**src/bstm_pkg.sv**
```systemverilog
// ----------------------------------------------------------------------------
// bstm_pkg
// Shared types and constants for the block signature table.
// ----------------------------------------------------------------------------
package bstm_pkg;

   localparam int TABLE_ENTRIES = 256;
   localparam int CNT_W         = $clog2(TABLE_ENTRIES + 1);

   localparam int OP_W     = 1;
   localparam int BYTE_W   = 8;
   localparam int INDEX_W  = 24;
   localparam int STATUS_W = 2;
   localparam int ENTRY_W  = 9;
   localparam int SUM_W    = 16;
   localparam int HASH_W   = 32;

   localparam logic [HASH_W-1:0] FNV_OFFSET = 32'd2166136261;
   localparam logic [HASH_W-1:0] FNV_PRIME  = 32'd16777619;

   localparam logic [OP_W-1:0] OP_ADD   = 1'b0;
   localparam logic [OP_W-1:0] OP_MATCH = 1'b1;

   localparam logic [STATUS_W-1:0] ST_ADDED   = 2'd0;
   localparam logic [STATUS_W-1:0] ST_FULL    = 2'd1;
   localparam logic [STATUS_W-1:0] ST_MATCH   = 2'd2;
   localparam logic [STATUS_W-1:0] ST_NOMATCH = 2'd3;

   // search key traveling down the cell row
   typedef struct packed {
      logic                valid;
      logic [HASH_W-1:0]   weak_sum;
      logic [HASH_W-1:0]   strong_sum;
      logic                found;
      logic [INDEX_W-1:0]  index;
   } tok_type;

   // entry write, broadcast to all cells
   typedef struct packed {
      logic                en;
      logic [HASH_W-1:0]   weak_sum;
      logic [HASH_W-1:0]   strong_sum;
      logic [INDEX_W-1:0]  index;
   } wr_type;

endpackage

```
**src/bstm_cell.sv**
```systemverilog
// ----------------------------------------------------------------------------
// bstm_cell
// One table entry. Compares the passing key against its entry and hands the
// key to the next cell in the following cycle.
// ----------------------------------------------------------------------------
module bstm_cell
   import bstm_pkg::*;
(
   input  logic             clock,
   input  logic             reset,
   input  logic [CNT_W-1:0] cell_id,
   input  logic [CNT_W-1:0] count,
   input  wr_type           wr,
   input  tok_type          tok_in,
   output tok_type          tok_out
);

   logic [HASH_W-1:0]  weak_ff;
   logic [HASH_W-1:0]  strong_ff;
   logic [INDEX_W-1:0] index_ff;
   tok_type            tok_ff, tok_in_next;
   logic               hit;

   // entries at or above count were never written for this fill
   assign hit = tok_in.valid && !tok_in.found && (cell_id < count)
                && (weak_ff == tok_in.weak_sum) && (strong_ff == tok_in.strong_sum);

   always_comb begin
      tok_in_next = tok_in;
      if (hit) begin
         tok_in_next.found = 1'b1;
         tok_in_next.index = index_ff;
      end
   end

   always_ff @(posedge clock) begin
      if (wr.en && (count == cell_id)) begin
         weak_ff   <= wr.weak_sum;
         strong_ff <= wr.strong_sum;
         index_ff  <= wr.index;
      end
   end

   always_ff @(posedge clock) begin
      if (reset) begin
         tok_ff.valid <= 1'b0;
      end else begin
         tok_ff <= tok_in_next;
      end
   end

   assign tok_out = tok_ff;

endmodule

```
**config.mk**
```make
export PLATFORM = sky130hd
export DESIGN_NAME = bstm_cell
export DESIGN_NICKNAME = d
export VERILOG_FILES = /design/src/bstm_pkg.sv /design/src/bstm_cell.sv
export SDC_FILE = /design/constraint.sdc
export NUM_CORES = 1
export LEC_CHECK = 0
export BUFFER_PORTS_ARGS = -buffer_cell sky130_fd_sc_hd__buf_2
export CAP_MARGIN = 20
export CORE_MARGIN = 2
export CORE_UTILIZATION = 40
export DETAILED_ROUTE_END_ITERATION = 6
export GPL_TIMING_DRIVEN = 0
export PLACE_DENSITY = 0.68
export SLEW_MARGIN = 40
export SYNTH_ARGS = -nofsm -noshare
export SYNTH_HDL_FRONTEND = slang
export SYNTH_SLANG_ARGS = --single-unit
export TNS_END_PERCENT = 20
```
**constraint.sdc**
```tcl
create_clock -name clock -period 13.1 [get_ports clock]
set_clock_uncertainty 0.1 [all_clocks]
set_input_delay 1.965 -clock clock [delete_from_list [all_inputs] [get_ports clock]]
set_output_delay 1.965 -clock clock [all_outputs]
set_load 0.03 [all_outputs]
```
* Yosys cells after proc, flatten, opt, wreduce, memory -nomap -nowiden
Cells that the tools add are included.
** Word-level totals
- Output and inout bits :: 90
- Input port bits :: 199
- Word-level logic and storage cells :: 19
- Flip-flop bits (word level) :: 178
** Cells by class
- Order comparisons :: 1
- Reductions and logical operators :: 6
- Muxes and demuxes :: 1
- Eq/ne operators :: 3
** Operator list (count)
- equality test 32 bit :: 2
- 2-to-1 mux 24 bit :: 1
- equality test 9 bit :: 1
- less-than comparator 9 bit :: 1
- logical AND 1 bit :: 5
- logical NOT 1 bit :: 1

* Depth between registers and ports, before layout
- Word-level depth :: 6
- Gate-level depth with buffers :: 9
- Gate-level depth less buffers :: 8

* Least setup slack after synthesis
No wires, ideal clock.
- Kind :: input to register
- From :: input port count[8]
- To :: register index_ff[0], enable pin
- Path buffers :: 0
- Data required time :: 12.358 ns
- Arrival :: 8.457 ns
- Setup slack :: 3.901 ns
- Library setup time :: 0.642 ns
- Cell stages on the path :: 4
- Path through :: inv_1 > ha_1 > nand4_1 > nor3_1
** Between the ends
- Cells in the longest elaborated chain, start to end :: 2
** Ends and longest elaborated chain
- from (decl) :: RTL line bstm_cell.sv:12 : input logic [CNT_W-1:0] count,
- equality test 9 bit :: RTL line bstm_cell.sv:37 : if (wr.en && (count == cell_id)) begin
- logical AND 1 bit :: RTL line bstm_cell.sv:37
- to (signal assigned) :: RTL line bstm_cell.sv:40 : index_ff <= wr.index;
- to (decl) :: RTL line bstm_cell.sv:20 : logic [INDEX_W-1:0] index_ff;
No other way between the ends.
A chain may end at the register's enable or synchronous reset.

==> reports/summary.md <==
In this run, synthesis inferred 177 flip-flops with an integrated enable. The minimum period implied by the final worst setup slack is 4.45 ns, and the post-cts sizing count is 0. The largest fanout of any net on the critical path was 10; the number of nets produced by synthesis was 542. In the synthesized netlist, the number of instances is 334.

The worst path required time came out at 13.17 ns. The I/O pin count was 289. The startpoint identified for the worst register-to-register timing path is weak_ff[7]$_DFFE_PP_. The logs give 28 for the distinct cell type count of the synthesized netlist and 4 for the number of H-tree levels. Setup repair after global routing left no endpoint under its margin. Dividing the detail-routed wire length by the instance count gives 16.4 um. The layout overhead on the synthesized area was 36.2%; the via count of the first global-routing pass was 4,457. In this run the clock root is driven by a sky130_fd_sc_hd__clkbuf_16. The congestion estimate from routability-driven global placement came to 0.816.

The number of cells traversed by the worst hold path is 1. Among all flip-flop cells after synthesis, the most frequent one is sky130_fd_sc_hd__edfxtp_1. The floorplan step defined a core boundary enclosing 0.0164 mm^2. The xor-xnor portion of the synthesized cell area was 7.41%.

The first-pass GRT wire length is 22.3 mm. At the pin with the least slew margin, the transition time is 0.602 ns. The worst register-to-register path ends at tok_out[5]$_DFFE_PN_. Dividing the final minimum period by the clock period gives 34.0%. The worst path meets setup with 8.65 ns of slack. Static timing analysis puts the maximum clock frequency at 225 MHz.

For this design, the sink count on the clock tree is 178. TritonCTS built the clock tree. Buffers placed on the I/O ports in this run total 288. The number of nets in the final layout was 864. The CTS buffer count is 17.

For the remaining design rule violation count, the log shows 0. The critical path class was primary input to flip-flop. The tools report the nature of the critical path endpoint as a flip-flop. The run gives 0 as the total of hold buffers inserted after clock tree synthesis.

The cell leakage power came out at 0.00367 uW. Of the total synthesized cell area, the portion taken by AND, OR, NAND and NOR gates is 3.68%. The endpoint with the worst hold slack was tok_out[10]$_DFFE_PN_. The synthesized netlist devotes 1.70% of its cell area to adder and majority cells. The tools report the violation count after the first detailed-routing iteration as 139. The layout has 1,388 filler cells. The run gives 80.6% as the share of the yosys chip area belonging to registers. STA classifies the critical path startpoint as a primary input. The tools report the number of antenna violations at the first check in global routing as 2. The number of failing hold endpoints at the final stage was 0; the cell area after synthesis was 0.00662 mm^2.

Dividing total power by cell area gives a power density of 139 mW/mm^2. Dividing the detail-routed via count by the number of cells gives 4.58. The tools report the via total after detailed routing as 4,079. The worst relative slew slack was 59.5%; the worst supply voltage drop on vdd was 0.0869 mV. OpenSTA, run right after detailed placement, puts the worst setup slack at 8.15 ns. Path type of the worst min-delay path: flip-flop to flip-flop. The layout cell share with drive strength beyond 1 came out at 54.3%. The number of pins exceeding their max-slew limit in the final report is 0, and the number of rows in the core area is 47.

The die is 133 um wide. The detail route stage leaves a number of antenna-violating nets equal to 0. Across the run, the number of max-cap violations was 0. In the synthesized netlist the async set-or-reset flop fraction comes to 0%. Clock latency on the worst-skew pair, taken at its later pin, is 0.42 ns. The initial utilization of the core area, before any placement, comes to 40.4%. In this run, synthesis produced a sequential element count of 178.

The setup fix buffers added after clock tree synthesis was 0; the die extent in y was 133 um. Wires add up to 14.6 mm. Averaged over all synthesized cells, the footprint is 19.8 um^2. Once detailed placement completed, the half-perimeter wirelength came to 11.4 mm.

The run finished with clean final reports. The pin count of the biggest net entering global routing came out at 53. The area fraction in compound gates after synthesis was 1.25%; the clock transition at the registers of the reported paths was 0.07 ns. In the final timing run, aggregate negative setup slack is 0 ns. The tools report the arrival time of the worst setup path as 4.52 ns. For the overall routing resource usage, the log shows 16.9%. By area, the combinational part of the netlist is dominated by XOR/XNOR gates.

The length of the first detailed-routing pass in iterations is 4. The run gives 9.99 ns as the flop-to-flop setup slack. Setup violations remaining at the end of the flow were counted as 0. For this run, the number of Yosys warnings is 0. The startpoint identified for the worst hold timing path is index_ff[10]$_DFFE_PP_.

Summed over all layers, the global routing overflow is 0. In this run the deepest clock path goes through 2 buffers. The total die area is 0.0176 mm^2, and the mux share of post-synthesis cell area is 4.08%. The depth of the worst register-to-register path came out at 7.
## cells by family (layout without fill, tap and decap cells)
family / count (synthesis) / after routing
xor+xnor: 56 / 56
buf+inv: 19 / 354
simple gates: 37 / 37
mux: 24 / 24
fa+ha+maj: 9 / 9
compound gates: 11 / 11
other cells: 0 / 2
flops: 178 / 178
## worst max-delay path by stage
stage / end / startpoint / cells after the start / slack [ns]
after floorplan: index_ff[0]$_DFFE_PP_ / count[8] / 4 / 3.90
after global placement: weak_ff[6]$_DFFE_PP_ / count[8] / 5 / 0.87
after detailed placement: tok_out[14]$_DFFE_PN_ / cell_id[8] / 9 / 8.15
after CTS: tok_out[14]$_DFFE_PN_ / cell_id[8] / 9 / 8.61
after global routing: tok_out[18]$_DFFE_PN_ / count[8] / 10 / 8.52
final: tok_out[5]$_DFFE_PN_ / cell_id[8] / 8 / 8.65
## report_power, final
group	switching (uW)	leakage [uW]	total (uW)	internal, uW
registers	5.33	0.00167	657	652
clock network	211	0.000270	473	262
logic	81.0	0.00173	128	47.3
## per-layer routing
layer,track usage [%],vias up,share of wire [%]
li1,-,1939,-
met1,18.2,1918,37
met2,29.4,185,52
met3,6.25,37,8.2
met4,8.54,0,3.2
met5,0,-,0
## final cells by class
cell class | count | area, um^2 | share of cell area [%]
timing repair buffer | 303 | 1570 | 17.4
clock inverter | 13 | 110 | 1.22
buffer | 2 | 22.5 | 0.250
sequential | 178 | 5340 | 59.1
inverter | 17 | 68.8 | 0.763
clock buffer | 19 | 433 | 4.80
multi-input combinational | 137 | 1200 | 13.4
antenna | 2 | 5.00 | 0.0555
tap | 220 | 275 | 3.05
## cells in the mapped netlist (all sizes together) (2+ instances only)
library cell	instances	share of area, %
inv	17	0.96
nor3	2	0.15
xnor2	23	3.0
nand2b	2	0.19
nor4	11	1.3
edfxtp	177	80
a21oi	2	0.15
ha	9	1.7
o22ai	2	0.19
nand4	12	1.1
nor2b	4	0.38
xor2	33	4.4
a21o	2	0.23
buf	2	0.34
mux2	24	4.1
a2111oi	2	0.28
## metrics by stage
stage / power (uW) / cells / cell area, um^2 / hold WS, ns / utilization, %
after floorplan: 738 / 334 / 6620 / 0.423 / -
after global placement: 796 / 842 / 8340 / 0.425 / 50.8
after detailed placement: 799 / 857 / 8470 / 0.432 / 51.6
after CTS: 1270 / 889 / 9020 / 0.444 / 55.0
after global routing: 1300 / 890 / 9020 / 0.461 / 55.0
final: 1260 / 891 / 9020 / 0.442 / 55.0
## worst max-delay path: stages
cell and delay, ns:
sky130_fd_sc_hd__buf_2 0.10, sky130_fd_sc_hd__ha_1 0.33, sky130_fd_sc_hd__a2111oi_1 0.45, sky130_fd_sc_hd__nand3b_1 0.13
sky130_fd_sc_hd__or4_4 0.50, sky130_fd_sc_hd__nor4_4 0.47, sky130_fd_sc_hd__buf_6 0.24, sky130_fd_sc_hd__mux2_2 0.34
## placed cells by master, fill, tap and decap left out, types with 2 or more instances in the layout
cell type | netlist | routed
sky130_fd_sc_hd__buf_2 | 0 | 291
sky130_fd_sc_hd__edfxtp_1 | 177 | 177
sky130_fd_sc_hd__xor2_1 | 33 | 33
sky130_fd_sc_hd__mux2_2 | 24 | 24
sky130_fd_sc_hd__xnor2_1 | 23 | 23
sky130_fd_sc_hd__clkbuf_16 | 0 | 17
sky130_fd_sc_hd__inv_1 | 17 | 16
sky130_fd_sc_hd__nand4_1 | 12 | 12
sky130_fd_sc_hd__buf_4 | 0 | 11
sky130_fd_sc_hd__nor4_1 | 10 | 10
sky130_fd_sc_hd__ha_1 | 9 | 9
sky130_fd_sc_hd__inv_6 | 0 | 5
sky130_fd_sc_hd__clkinv_2 | 0 | 5
sky130_fd_sc_hd__nor2b_1 | 4 | 4
sky130_fd_sc_hd__diode_2 | 0 | 2
sky130_fd_sc_hd__o22ai_1 | 2 | 2
sky130_fd_sc_hd__nand2b_1 | 2 | 2
sky130_fd_sc_hd__a21o_1 | 2 | 2
sky130_fd_sc_hd__a21oi_1 | 2 | 2
sky130_fd_sc_hd__buf_6 | 2 | 2
sky130_fd_sc_hd__clkbuf_1 | 0 | 2
## flip-flops by register name, indices dropped and copies added (netlist names)
name and count:
tok_out 90, weak_ff 32, index_ff 24, strong_ff 32
Power figures use the tool's default switching activity.
