$ cat config.mk
export PLATFORM = sky130hd
export DESIGN_NAME = bstm_accum
export DESIGN_NICKNAME = d
export VERILOG_FILES = /design/src/bstm_pkg.sv /design/src/bstm_accum.sv
export SDC_FILE = /design/constraint.sdc
export NUM_CORES = 1
export LEC_CHECK = 0
export BUFFER_PORTS_ARGS = -buffer_cell sky130_fd_sc_hd__buf_2
export CORE_UTILIZATION = 45
export DETAILED_ROUTE_END_ITERATION = 7
export HOLD_SLACK_MARGIN = 0.05
export PLACE_DENSITY = 0.73
export SLEW_MARGIN = 20
export SYNTH_ARGS = -nofsm -noshare
export SYNTH_HDL_FRONTEND = slang
export SYNTH_SLANG_ARGS = --single-unit
$ cat constraint.sdc
create_clock -name clock -period 10.05 [get_ports clock]
set_clock_uncertainty 0.2 [all_clocks]
set_input_delay 2.01 -clock clock [delete_from_list [all_inputs] [get_ports clock]]
set_output_delay 2.01 -clock clock [all_outputs]
set_load 0.02 [all_outputs]
$ cat src/bstm_pkg.sv
// ----------------------------------------------------------------------------
// bstm_pkg
// Shared types and constants for the block signature table.
// ----------------------------------------------------------------------------
package bstm_pkg;

   localparam int TABLE_ENTRIES = 256;
   localparam int CNT_W         = $clog2(TABLE_ENTRIES + 1);

   localparam int OP_W     = 1;
   localparam int BYTE_W   = 8;
   localparam int INDEX_W  = 24;
   localparam int STATUS_W = 2;
   localparam int ENTRY_W  = 9;
   localparam int SUM_W    = 16;
   localparam int HASH_W   = 32;

   localparam logic [HASH_W-1:0] FNV_OFFSET = 32'd2166136261;
   localparam logic [HASH_W-1:0] FNV_PRIME  = 32'd16777619;

   localparam logic [OP_W-1:0] OP_ADD   = 1'b0;
   localparam logic [OP_W-1:0] OP_MATCH = 1'b1;

   localparam logic [STATUS_W-1:0] ST_ADDED   = 2'd0;
   localparam logic [STATUS_W-1:0] ST_FULL    = 2'd1;
   localparam logic [STATUS_W-1:0] ST_MATCH   = 2'd2;
   localparam logic [STATUS_W-1:0] ST_NOMATCH = 2'd3;

   // search key traveling down the cell row
   typedef struct packed {
      logic                valid;
      logic [HASH_W-1:0]   weak_sum;
      logic [HASH_W-1:0]   strong_sum;
      logic                found;
      logic [INDEX_W-1:0]  index;
   } tok_type;

   // entry write, broadcast to all cells
   typedef struct packed {
      logic                en;
      logic [HASH_W-1:0]   weak_sum;
      logic [HASH_W-1:0]   strong_sum;
      logic [INDEX_W-1:0]  index;
   } wr_type;

endpackage

$ cat src/bstm_accum.sv
// ----------------------------------------------------------------------------
// bstm_accum
// Running weak checksum (a, b) and FNV-1a hash over the bytes of a block.
// ----------------------------------------------------------------------------
module bstm_accum
   import bstm_pkg::*;
(
   input  logic              clock,
   input  logic              reset,
   input  logic              beat,
   input  logic [BYTE_W-1:0] data_byte,
   input  logic              last_byte,
   output logic [HASH_W-1:0] weak_sum,
   output logic [HASH_W-1:0] strong_sum
);

   logic [SUM_W-1:0]  sum_a_ff, sum_a_in, a_new;
   logic [SUM_W-1:0]  sum_b_ff, sum_b_in, b_new;
   logic [HASH_W-1:0] hash_ff, hash_in, h_mix, h_new;

   assign a_new = sum_a_ff + {{(SUM_W-BYTE_W){1'b0}}, data_byte};
   assign b_new = sum_b_ff + a_new;
   assign h_mix = hash_ff ^ {{(HASH_W-BYTE_W){1'b0}}, data_byte};
   // constant multiplier: reduces to a few shifted adds
   assign h_new = HASH_W'(h_mix * FNV_PRIME);

   assign weak_sum   = {b_new, a_new};
   assign strong_sum = h_new;

   always_comb begin
      sum_a_in = sum_a_ff;
      sum_b_in = sum_b_ff;
      hash_in  = hash_ff;
      if (beat) begin
         if (last_byte) begin
            sum_a_in = '0;
            sum_b_in = '0;
            hash_in  = FNV_OFFSET;
         end else begin
            sum_a_in = a_new;
            sum_b_in = b_new;
            hash_in  = h_new;
         end
      end
   end

   always_ff @(posedge clock) begin
      if (reset) begin
         sum_a_ff <= '0;
         sum_b_ff <= '0;
         hash_ff  <= FNV_OFFSET;
      end else begin
         sum_a_ff <= sum_a_in;
         sum_b_ff <= sum_b_in;
         hash_ff  <= hash_in;
      end
   end

endmodule

; Word level (Yosys, flattened, before mapping)
; Cells that the tools add are included.
[word_totals]
inputBits = 12
mem_bits_ro = 0
reg_bits = 64
latch_bits = 0
mem_bits_rw = 0
out_inout_bits = 64
mem_count = 0
[op_classes]
magnitude_cmp = 0
n_reduce_logical = 0
bitwise = 1
n_mux = 3
eq_ne = 0
shifts = 0
multipliers = 1
n_addsub = 2
div = 0
[ops]
columns = op, n
row1 = multiplier 32 x 25 -> 32 bit (second input constant), 1
row2 = two-way mux 16 bit, 2
row3 = two-way mux 32 bit, 1
row4 = bitwise XOR 32 x 8 -> 32 bit, 1
row5 = adder 16 bit, 1
row6 = adder 16 x 8 -> 16 bit, 1

; Logic depth before layout (Yosys ltp)
[depth]
word_depth = 3
depth_mapped = 22
mapped_depth_nobuf = 22

; Worst setup path before layout
; No wires, ideal clock.
[synth_timing]
path_kind = in2out
start = input port data_byte[7]
end = output port strong_sum[29]
t_arrival_ns = 7.091
cell_stages = 20
n_path_buf = 0
setup_slack_ns = 0.749
cell_sequence = xnor2_1 > inv_1 > ha_1 > ha_1 > fa_1 > ha_1 > fa_1 > ha_1 > inv_1 > fa_1 > inv_1 > ha_1 > a21oi_1 > o21ai_0 > or2b_2 > o311a_4 > o31a_1 > o211a_1 > or3_1 > and2_1
[synth_between]
elab_chain_cells = 2
[synth_rtl]
columns = item, line
row1 = from (decl), bstm_accum.sv:11  ; input logic [BYTE_W-1:0] data_byte,
row2 = bitwise XOR 32 x 8 -> 32 bit, bstm_accum.sv:23  ; assign h_mix = hash_ff ^ {{(HASH_W-BYTE_W){1'b0}}, data_byte};
row3 = multiplier 32 x 25 -> 32 bit, bstm_accum.sv:25  ; assign h_new = HASH_W'(h_mix * FNV_PRIME);
row4 = to (decl), bstm_accum.sv:14  ; output logic [HASH_W-1:0] strong_sum
; No other way between the ends.

; Final worst setup path
[layout_timing]
start = input port data_byte[6]
end = output port strong_sum[25]
; The elaborated chain is that of the path after synthesis.

==> summary.txt <==
Global routing
  • Number of global-route vias before repair: 7475
  • Number of antenna violations at the first check in global routing: 1
  • GRT Util Overall: 23.1%
  • Largest net degree at the start of global routing: 47
  • Final global-route overflow total: 0
  • Global-route wire length before repair: 37000 um

Finish
  • Area overhead of the layout relative to synthesis: 11.1%
  • Sequential cell area: 1280 um^2
  • Fill cell instance count of the final layout: 1916
  • Share of cells above drive strength 1: 10.1%
  • Antenna cells: 0
  • Filler-free cell count of the finished design: 1391
  • Area taken by multi-input logic gates: 6940 um^2
  • Design area: 10100 um^2
  • Layout Nets: 1415
  • Final core utilization: 51.6%

Clock tree
  • Skew-Pair Late Insertion Delay: 0.35 ns
  • Inserted Clock Buffers: 9
  • Number of buffers between clock root and the deepest sink: 2
  • Clock H-tree levels: 3
  • Number of buffers added for setup after CTS: 0
  • Clock transition at the register clock pins on the worst setup and hold paths after CTS: 0.06 ns
  • Buffer cell driving the clock tree root: sky130_fd_sc_hd__clkbuf_16
  • TritonCTS sink count: 64
  • Number of buffers added to fix hold violations after cts: 0
  • Post-cts gate resize count: 0
  • Clock tree from TritonCTS: built

Critical path
  • Critical path arrival: 7.59 ns
  • Delay contributed by the slowest stage of the critical path: 0.49 ns
  • Crit Reg-Reg Endpoint: hash_ff[25]
  • Crit Path Class: input pin to primary output
  • Cell type of the slowest stage on the worst timing path: sky130_fd_sc_hd__fa_1
  • CP Capture Type: primary output
  • Required arrival time at the worst endpoint: 7.84 ns
  • Launching point of the worst reg2reg path: hash_ff[6]
  • Number of cells on the worst reg-to-reg path: 21
  • Crit-path most repeated cell: sky130_fd_sc_hd__ha_1
  • Largest fanout on the critical path: 7
  • Chain of cells forming the critical path: buf_2 > xor2_1 > ha_1 > ha_1 > fa_1 > ha_1 > inv_1 > fa_1 > inv_1 > ha_1 > inv_1 > fa_1 > inv_1 > ha_1 > nand4_1 > a21oi_1 > o41a_1 > o311a_4 > o41ai_2 > a21oi_1 > or3_1 > and2_1 > buf_2
  • Register-to-Register Setup Slack: 3.98 ns
  • Crit path launch type: input pin

Timing
  • F_max: 0.102 GHz
  • Unrepaired setup endpoints after global routing: no
  • TNS Setup: 0 ns
  • Final period demand of the worst path: 9.80 ns
  • Final-report max-slew violation count: 0
  • Hold violation total from the final report: 0
  • Finish-stage setup viols: 0
  • Final Cycle Share: 97.5%
  • Worst-Margin Slew: 0.683 ns
  • Worst max-slew margin expressed relative to the limit: 54.5%

Flow run
  • Maximum Capacitance Violations: 0

Yosys
  • Portion of the post-synthesis area used by sequential elements: 14.0%
  • Synth async-reset ratio: 0%
  • Area of the mapped netlist: 9130 um^2
  • Most area-hungry cell type in the Yosys netlist: sky130_fd_sc_hd__ha_1
  • Warnings from Yosys: 0
  • Top_reg_cell synth: sky130_fd_sc_hd__dfxtp_1
  • #FFs+latches synth: 64
  • Synth unique cells: 56
  • Top cells by area, synth: sky130_fd_sc_hd__ha_1 (28%), sky130_fd_sc_hd__fa_1 (17%), sky130_fd_sc_hd__dfxtp_1 (14%), sky130_fd_sc_hd__inv_1 (8.7%), sky130_fd_sc_hd__xnor2_1 (4.3%)
  • Synth Net Count: 1340
  • Synthesized area per cell: 8.73 um^2
  • Area share of the largest cell type after synthesis: 28.2%
  • EDFF count, synth: 0
  • Synthesized instance count: 1046

Die
  • Full die area: 20900 um^2
  • Die X: 144 um
  • Number of ports placed on the die boundary: 76
  • DIE HEIGHT: 144 um
  • Initial Utilization: 46.5%
  • Floorplan core area: 19700 um^2
  • Floorplan row count: 51

Routing
  • Highest metal used: met4
  • Average via count per standard cell: 5.33
  • Post-detailed-route count of antenna-violating nets: 0
  • Met3 wirelength from detailed routing: 1010 um
  • 1st-iter DRT viols: 366
  • Drt first pass iters: 4
  • Final WL: 22600 um
  • DRC violations left: 0
  • Via Count: 7416
  • Length of routed met2 wiring: 10900 um
  • Post-detailed-route wirelength per cell: 16.2 um
  • Wire length the detailed router placed on met1: 10300 um

Placed design
  • Port bufs: 75
  • Detail Placement HPWL: 18200 um
  • Post-Place Cell Area: 9810 um^2
  • Placed cell count: 1375
  • Final Wtd Congestion: 0.924

Hold path
  • Endpoint of the worst hold path: sum_b_ff[12]
  • Number of instances on the worst hold path: 2
  • Min-delay worst type: flip-flop to flip-flop
  • Worst Min Path Start: sum_b_ff[12]

Outcome
  • Outcome: finished clean
cells in the final DEF (no fill, tap or decap), types with 8 or more instances in the layout:
cell type                   count
sky130_fd_sc_hd__or3_1         13
sky130_fd_sc_hd__a22oi_1       20
sky130_fd_sc_hd__and2_1        13
sky130_fd_sc_hd__xor2_1        25
sky130_fd_sc_hd__nand2b_1       8
sky130_fd_sc_hd__fa_1          76
sky130_fd_sc_hd__inv_1        211
sky130_fd_sc_hd__buf_2         75
sky130_fd_sc_hd__nand3_1       14
sky130_fd_sc_hd__dfxtp_1       64
sky130_fd_sc_hd__nor3_1        10
sky130_fd_sc_hd__xnor2_1       45
sky130_fd_sc_hd__ha_1         206
sky130_fd_sc_hd__nor2_1        64
sky130_fd_sc_hd__a21o_1        15
sky130_fd_sc_hd__o21ai_0       40
sky130_fd_sc_hd__clkbuf_16      9
sky130_fd_sc_hd__buf_4         12
sky130_fd_sc_hd__o22ai_1       10
sky130_fd_sc_hd__a21oi_1       54
sky130_fd_sc_hd__nand2_1       54
logic make-up after synthesis:
logic type | synth area share [%]
simple gates | 10.1
buf+inv | 9.96
fa+ha+maj | 44.9
xor+xnor | 6.71
flops | 14.0
mux | 0.110
compound gates | 14.2
worst max-delay path, delay by kind of cell:
kind	cells	cell delay, ns
AOI/OAI and AO/OA	5	1.23
xor gates and xnor gates	1	0.37
adders and majority gates	8	2.83
buffers and inverters	6	0.47
and+or+nand+nor	3	0.67
registers in the layout (all words and copies together), names as in the netlist:
register	flops
sum_b_ff	16
sum_a_ff	16
hash_ff	32
cell usage after synthesis (4+ instances only):
master,n
sky130_fd_sc_hd__and3_1,5
sky130_fd_sc_hd__o21a_1,6
sky130_fd_sc_hd__or3_1,13
sky130_fd_sc_hd__a21boi_0,6
sky130_fd_sc_hd__nand2_1,54
sky130_fd_sc_hd__a32o_1,5
sky130_fd_sc_hd__nand2b_1,8
sky130_fd_sc_hd__nor2_1,65
sky130_fd_sc_hd__a31oi_1,6
sky130_fd_sc_hd__fa_1,76
sky130_fd_sc_hd__a21o_1,15
sky130_fd_sc_hd__o21ai_0,41
sky130_fd_sc_hd__o22ai_1,10
sky130_fd_sc_hd__nand3_1,14
sky130_fd_sc_hd__ha_1,206
sky130_fd_sc_hd__nand4_1,4
sky130_fd_sc_hd__inv_1,211
sky130_fd_sc_hd__and2_1,13
sky130_fd_sc_hd__dfxtp_1,64
sky130_fd_sc_hd__a22oi_1,20
sky130_fd_sc_hd__nor3_1,10
sky130_fd_sc_hd__clkbuf_1,19
sky130_fd_sc_hd__xor2_1,25
sky130_fd_sc_hd__xnor2_1,45
sky130_fd_sc_hd__a21oi_1,54
routing by layer:
layer | global-route usage (%) | up-vias
li1 | - | 3653
met1 | 30.4 | 3573
met2 | 39.3 | 160
met3 | 3.84 | 30
met4 | 5.37 | 0
met5 | 0 | -
layout make-up:
cell class | instances | share of cell area, %
Timing Repair Buffer | 87 | 4.59
Clock buffer | 9 | 2.22
Tap cell | 265 | 3.27
Sequential cell | 64 | 12.6
Clock inverter | 7 | 1.01
Multi-Input combinational cell | 748 | 68.5
Inverter | 211 | 7.81
worst max-delay path by stage:
stage | endpoint | startpoint
final | strong_sum[25] | data_byte[6]
after global routing | strong_sum[28] | data_byte[6]
after CTS | strong_sum[25] | data_byte[6]
after detailed placement | strong_sum[25] | data_byte[6]
after global placement | strong_sum[25] | data_byte[6]
after floorplan | strong_sum[29] | data_byte[7]
stage by stage:
| step | hold WS (ns) | setup WS (ns) |
|---|---|---|
| after floorplan | 0.245 | 0.749 |
| after global placement | 0.255 | 0.372 |
| after detailed placement | 0.267 | 0.328 |
| after CTS | 0.281 | 0.302 |
| after global routing | 0.303 | 0.0110 |
| final | 0.279 | 0.247 |
Power is left out: the tool's default activity adds up to more than one toggle a clock period on the data nets, which glitch-free logic cannot reach.
